## src/rtl/alt_pkg.sv

```systemverilog
`timescale 1ns / 1ps
package alt_pkg;
  localparam int unsigned MAC_W    = 48;
  localparam int unsigned DRAW_W   = 16;
  localparam int unsigned PREFIX_W = 24;
  localparam int unsigned HOST_W   = 8;
  localparam int unsigned IP_W     = 32;
  localparam int unsigned DEPTH    = 256;
  localparam int unsigned IDX_W    = 8;
  localparam int unsigned CNT_W    = 9;
  localparam logic [PREFIX_W-1:0] PREFIX_RESET = 24'hC0A801;

  typedef struct packed {
    logic init_start;   // begin free-list fill pass
    logic init_step;    // write one free entry
    logic load;         // capture request word
    logic scan_start;   // begin lease search
    logic scan_step;    // compare one lease
    logic mod_start;    // begin draw modulo free count
    logic mod_step;     // one restoring-division bit
    logic pick_rd;      // read picked free entry
    logic shift_step;   // move one free entry down
    logic commit;       // write lease, bump counts
    logic emit_hit;
    logic emit_new;
    logic emit_empty;
  } ctl_t;

  typedef struct packed {
    logic init_done;
    logic scan_found;
    logic scan_done;
    logic mod_done;
    logic shift_done;
    logic pool_out;     // no free host or lease table full
  } sts_t;
endpackage

```

## src/rtl/alt_ctrl.sv

```systemverilog
`timescale 1ns / 1ps
module alt_ctrl (
  input  logic          clk,
  input  logic          rst_n,
  input  logic          start,
  output logic          busy,
  input  alt_pkg::sts_t sts,
  output alt_pkg::ctl_t ctl
);
  typedef enum logic [9:0] {
    S_RESET = 10'b0000000001,
    S_INIT  = 10'b0000000010,
    S_IDLE  = 10'b0000000100,
    S_SCAN  = 10'b0000001000,
    S_MOD   = 10'b0000010000,
    S_READ  = 10'b0000100000,
    S_WAIT  = 10'b0001000000,
    S_SHIFT = 10'b0010000000,
    S_DONE  = 10'b0100000000,
    S_SCAN0 = 10'b1000000000
  } state_t;

  state_t state_r, state_nxt;

  always_ff @(posedge clk) begin
    if (!rst_n) state_r <= S_RESET;
    else        state_r <= state_nxt;
  end

  always_comb begin
    state_nxt = state_r;
    ctl = '0;
    busy = 1'b1;
    case (state_r)
      S_RESET: begin
        ctl.init_start = 1'b1;
        state_nxt = S_INIT;
      end
      S_INIT: begin
        ctl.init_step = 1'b1;
        if (sts.init_done) state_nxt = S_IDLE;
      end
      S_IDLE: begin
        busy = 1'b0;
        if (start) begin
          ctl.load = 1'b1;
          state_nxt = S_SCAN0;
        end
      end
      S_SCAN0: begin
        ctl.scan_start = 1'b1;
        state_nxt = S_SCAN;
      end
      S_SCAN: begin
        if (sts.scan_found) begin
          ctl.emit_hit = 1'b1;
          state_nxt = S_IDLE;
        end else if (sts.scan_done) begin
          if (sts.pool_out) begin
            ctl.emit_empty = 1'b1;
            state_nxt = S_IDLE;
          end else begin
            ctl.mod_start = 1'b1;
            state_nxt = S_MOD;
          end
        end else begin
          ctl.scan_step = 1'b1;
        end
      end
      S_MOD: begin
        ctl.mod_step = 1'b1;
        if (sts.mod_done) state_nxt = S_READ;
      end
      S_READ: begin
        ctl.pick_rd = 1'b1;
        state_nxt = S_WAIT;
      end
      S_WAIT: state_nxt = S_SHIFT;
      S_SHIFT: begin
        if (sts.shift_done) state_nxt = S_DONE;
        else ctl.shift_step = 1'b1;
      end
      S_DONE: begin
        ctl.commit = 1'b1;
        ctl.emit_new = 1'b1;
        state_nxt = S_IDLE;
      end
      default: state_nxt = S_RESET;
    endcase
  end
endmodule

```

## config.mk

```make
export PLATFORM = sky130hd
export DESIGN_NAME = alt_ctrl
export DESIGN_NICKNAME = d
export VERILOG_FILES = /design/src/rtl/alt_pkg.sv /design/src/rtl/alt_ctrl.sv
export SDC_FILE = /design/constraint.sdc
export NUM_CORES = 1
export LEC_CHECK = 0
export BUFFER_PORTS_ARGS = -buffer_cell sky130_fd_sc_hd__buf_4
export CORE_ASPECT_RATIO = 2
export CORE_MARGIN = 4
export CORE_UTILIZATION = 30
export DETAILED_ROUTE_END_ITERATION = 10
export GPL_TIMING_DRIVEN = 1
export PLACE_DENSITY_LB_ADDON = 0.3
export SLEW_MARGIN = 20
export SYNTH_ARGS = -nofsm -noshare
export SYNTH_HDL_FRONTEND = slang
export SYNTH_SLANG_ARGS = --single-unit
```

## constraint.sdc

```tcl
create_clock -name clk -period 1.9 [get_ports clk]
set_clock_uncertainty 0.15 [all_clocks]
set_input_delay 0.285 -clock clk [delete_from_list [all_inputs] [get_ports clk]]
set_output_delay 0.285 -clock clk [all_outputs]
set_load 0.005 [all_outputs]
```

Yosys cells after proc, flatten, opt, wreduce, memory -nomap -nowiden
Index checks and enable logic that the tools add are counted.

$add $sub $neg: 0. Multipliers: 0. Div/mod/pow operators: 0. Magnitude comparators: 0. Equal/unequal tests: 15. Shifts and indexed selects: 0. Multiplexer cells: 30. Bitwise operators: 0. Reductions and logical operators: 1.

Operators with widths (number): one-hot mux 10 bit (10 select lines) (1); two-way mux 10 bit (6); two-way mux 1 bit (20); == test 10 x 1 -> 1 bit, second input constant (1); == test 10 bit, second input constant (1); == test 10 x 2 -> 1 bit, second input constant (1); == test 10 x 3 -> 1 bit, second input constant (1); == test 10 x 4 -> 1 bit, second input constant (1); == test 10 x 5 -> 1 bit, second input constant (1); == test 10 x 6 -> 1 bit, second input constant (1); == test 10 x 7 -> 1 bit, second input constant (1); == test 10 x 8 -> 1 bit, second input constant (1); == test 10 x 9 -> 1 bit, second input constant (1); inequality test 2 bit, second input constant (4); two-way mux 5 bit (1); AND reduction 5 bit (1); two-way mux 2 bit (2); inequality test 3 bit, second input constant (1).

Flip-flop bits (word level): 10. Bits in latches: 0. Bits in writable memories: 0. Memory bits (read-only): 0. Bits of input ports: 9. Output and inout bits: 14. Memories: 0.

Logic depth before layout (Yosys ltp)
Depth in word-level cells: 4. Gate-level depth with buffers: 6. Depth with buffers taken out: 5.

Worst setup path before layout
Ideal clock, no wire load.

Path type: register to output. Start point: register state_r[7]. End point: output ctl[7] (netlist bit). Data arrival time: 1313 ps. Data required time: 1465 ps. Setup slack: 152 ps. Cell stages (with the launch flop): 5. Path buffers: 1. Cell sequence: dfxtp_1 -> buf_6 -> nor4_4 -> nand4b_2 -> nor4b_2.

RTL lines: from (decl) (line alt_ctrl.sv:23) `state_t state_r, state_nxt;`; from (signal assigned) (line alt_ctrl.sv:27) `else state_r <= state_nxt;`; to (decl) (line alt_ctrl.sv:8) `output alt_pkg::ctl_t ctl`.

==> qor.log <==
[critical_path] biggest fanout along the worst timing path 5
[sta] Max Clk Rate 488.3 MHz
[die] die outline height 80.03 µm
[clock_network] Sinks on Clock Net 10
[logic_synthesis] ys async rst share 0%
[logic_synthesis] gate count after technology mapping 95
[die] row count 25
[run] max-cap viol count 0
[grt] wire length of the first global-routing pass 3926 µm
[critical_path] number of cells on the worst reg-to-reg path 7
[critical_path] Required @ worst endpoint 1.46 ns
[place] gpl congestion 0.7907
[place] Port-buffer cells 22
[critical_path] slowest cell on the critical path sky130_fd_sc_hd__dfxtp_2
[detailed_routing] total wirelength of the detailed-routed design 2516 µm
[die] Die ar. 0.003523 mm²
[layout] Finished Layout Cells 166
[logic_synthesis] dominant register cell in the synthesized netlist sky130_fd_sc_hd__dfxtp_1
[critical_path] worst reg2reg setup slack -0.02 ns
[sta] Total Neg Setup Slack -0.7949 ns
[clock_network] deepest clock path buffer count 2
[place] Worst Setup Slack post-DPL 0.02675 ns
[logic_synthesis] count of flip-flops with a built-in enable after synthesis 0
[logic_synthesis] dominant combinational cell family by area after synthesis simple AND/OR/NAND/NOR gates
[grt] routing usage on met2 28.51%
[clock_network] TritonCTS clock tree built
[grt] GR Layer Usage met1 14.31%
[critical_path] CP startpoint kind flip-flop
[grt] antenna violations before repair 0
[die] initial core utilization 32.31%
[detailed_routing] wire length per cell after detailed routing 15.16 µm
[sta] final hold slack 0.1456 ns
[layout] proportion of layout cells with a drive suffix above 1 51.08%
[critical_path] cell type group with the largest total delay on the critical path simple AND/OR/NAND/NOR gates
[grt] largest net degree at the start of global routing 8
[critical_path] Reg-to-Reg Start state_r[0]
[detailed_routing] final routed DRC violation total 0
[die] IO Count 23
[place] DP Cell Count 153
[logic_synthesis] average size of a mapped cell 8.192 µm²
[grt] busiest metal layer after global routing met2
[logic_synthesis] share of Yosys cell area claimed by the top area cell type 25.72%
[sta] final hold viol count 0
[sta] relative slew slack 64.66%
[layout] register with the highest flop count state_r
[logic_synthesis] basic-gate share of the synthesized area counting and, or, nand and nor cells 45.98%
[min_path] worst hold path class input pin to flip-flop
[pwr] static leakage power 0.5742 nW
[sta] final critical delay including setup and external delays 2.048 ns
[logic_synthesis] sequential share of the synthesized area 25.72%
[pwr] maximum vdd ir drop 0.0004289 V
[grt] total overflow reported by the global router 0
[die] placeable core region 0.002409 mm²
[clock_network] number of buffers added to fix hold violations after cts 0
[sta] endpoints failing setup 14
[detailed_routing] violation count after the first detailed-route iteration 26
[logic_synthesis] synthesized net count 104
[status] result of the run complete, but fails checks
[pwr] Power Dens Cells 569.5 mW/mm²
[layout] number of nets in the layout 150
[clock_network] Clock Root Buffer sky130_fd_sc_hd__clkbuf_8
[critical_path] cell repeated most along the worst path sky130_fd_sc_hd__buf_4
[clock_network] clock insertion delay at the later pin of the skew report 0.23 ns
[logic_synthesis] Synth Area in Adders 0%
[sta] final clock period utilization by the worst path 107.8%
[sta] worst path setup slack after routing -0.1480 ns
[clock_network] clock-pin slew reported for the worst setup and hold paths after clock tree synthesis 0.05 ns
[layout] number of flip-flops under the largest register name 10
[grt] met3 Usage GRT 1.354%
[logic_synthesis] largest area contributor in the synthesized netlist sky130_fd_sc_hd__dfxtp_1
[die] overall die width 44.02 µm
[critical_path] buffering stage count on the worst path with inverters included 2
[clock_network] TritonCTS buffer count 3
[logic_synthesis] top cells by area, synth sky130_fd_sc_hd__dfxtp_1 (26%), sky130_fd_sc_hd__nor2_1 (7.2%), sky130_fd_sc_hd__nor4_4 (5.5%), sky130_fd_sc_hd__nor4b_2 (3.9%), sky130_fd_sc_hd__xor2_1 (3.4%)
[detailed_routing] Vias per Instance 5.440
[logic_synthesis] multiplexer area fraction after synthesis 1.286%
[critical_path] destination of the worst register-to-register timing path state_r[2]
[layout] Largest regs state_r (10)
[sta] max-slew violation count 0
[critical_path] CP endpoint kind output port
[critical_path] type of the setup path with the least slack flip-flop to output port
[critical_path] Arrival @ worst endpoint 1.61 ns
[detailed_routing] total vias in the final route 903
[critical_path] launch point of the critical path state_r[7]
[layout] leading cell types in the layout, fill and taps excluded sky130_fd_sc_hd__buf_4 (45), sky130_fd_sc_hd__nor2_1 (11), sky130_fd_sc_hd__dfxtp_1 (6)
[place] half-perimeter wire length after placement 1887 µm
[detailed_routing] remaining antenna violation count 0
[grt] All-Layer GR Usage 14.95%
[logic_synthesis] synthesis-stage register bit count 10
[detailed_routing] TritonRoute pass-1 iters 4
[sta] Worst Tran Pin Value 0.5292 ns
[critical_path] endpoint of the most critical setup path ctl[7]
[critical_path] Stages on worst setup path 5
[critical_path] CP cell instances nor4_4, buf_4, nand4b_4, nor4b_4, buf_4
[layout] Inserted Diodes 0
[logic_synthesis] cell area after technology mapping 778.2 µm²
[logic_synthesis] Post-Synth XOR/XNOR Area 3.376%
[critical_path] biggest cell delay along the critical path 0.33 ns
[status] violations in the final reports setup timing
[layout] most frequent standard cell in the layout excluding fill and tap cells sky130_fd_sc_hd__buf_4
[grt] number of global-route vias before repair 889
[logic_synthesis] count of cell types in the netlist 40
[layout] relative area change from synthesis to final layout 61.90%
[layout] final core utilization 52.31%
[clock_network] Clock H-tree levels 1
[sta] setup repair after global routing missed its margin yes
[logic_synthesis] Ys Warns 0
[logic_synthesis] area fraction in compound gates after synthesis 16.08%
==> cells in the mapped netlist, types with 2 or more instances <==
cell / instances
sky130_fd_sc_hd__nor2_1: 15
sky130_fd_sc_hd__dfxtp_1: 10
sky130_fd_sc_hd__inv_1: 5
sky130_fd_sc_hd__nand2_1: 4
sky130_fd_sc_hd__nand3_1: 4
sky130_fd_sc_hd__nor2b_1: 4
sky130_fd_sc_hd__nor3_1: 4
sky130_fd_sc_hd__nor4_1: 4
sky130_fd_sc_hd__clkbuf_1: 3
sky130_fd_sc_hd__o21ai_0: 3
sky130_fd_sc_hd__xor2_1: 3
sky130_fd_sc_hd__and3_1: 2
sky130_fd_sc_hd__nand2b_1: 2
sky130_fd_sc_hd__nor3b_1: 2
sky130_fd_sc_hd__nor4_4: 2
sky130_fd_sc_hd__nor4b_2: 2
sky130_fd_sc_hd__o21a_1: 2
sky130_fd_sc_hd__o22ai_1: 2
==> metal layers <==
layer / vias up / wire (µm)
met5: - / 0
met4: 0 / 86
met3: 8 / 70
met2: 22 / 1474
met1: 438 / 885
li1: 435 / -
==> metrics by stage <==
stage | instance area, µm² | power (mW)
6_report | 1260 | 0.7175
5_1_grt | 1260 | 0.7548
3_3_place_gp | 1057 | 0.4329
4_1_cts | 1162 | 0.6828
2_1_floorplan | 778.2 | 0.3380
3_5_place_dp | 1057 | 0.4351
==> power breakdown <==
group	total [mW]	switching, mW	internal, mW
Combinational	0.262	0.118	0.143
Clock	0.217	0.0790	0.138
Sequential	0.239	0.0163	0.222
Total	0.718	0.214	0.504
==> cells by family (layout without fill, tap and decap cells) <==
logic type	after synthesis	after routing
DFF	10	10
muxes	1	1
xor gates and xnor gates	3	3
AOI/OAI and AO/OA	16	16
and+or+nand+nor	53	53
buffers and inverters	12	56
==> worst min path at each step <==
stage / from / endpoint / depth (start not counted)
after floorplan: rst_n / state_r[0] / 1
after global placement: rst_n / state_r[0] / 2
after detailed placement: rst_n / state_r[0] / 2
after CTS: rst_n / state_r[0] / 2
after global routing: rst_n / state_r[0] / 2
final: rst_n / state_r[0] / 2
==> what timing repair did <==
| action | CTS | global route |
|---|---|---|
| endpoints found under the hold margin | 0 | 0 |
| pin swaps | 3 | 6 |
| setup endpoints to repair | 9 | 15 |
| gates resized for setup | 9 | 13 |
| setup buffers | 4 | 6 |
==> cell type report <==
type / count / area, µm²
sequential: 10 / 207.7
fill: 223 / 1149
tap: 27 / 33.78
clock buffer: 3 / 41.29
multi-input combinational: 73 / 584.3
timing repair buffer: 48 / 371.6
inverter: 5 / 21.27
Power figures use the tool's default switching activity.
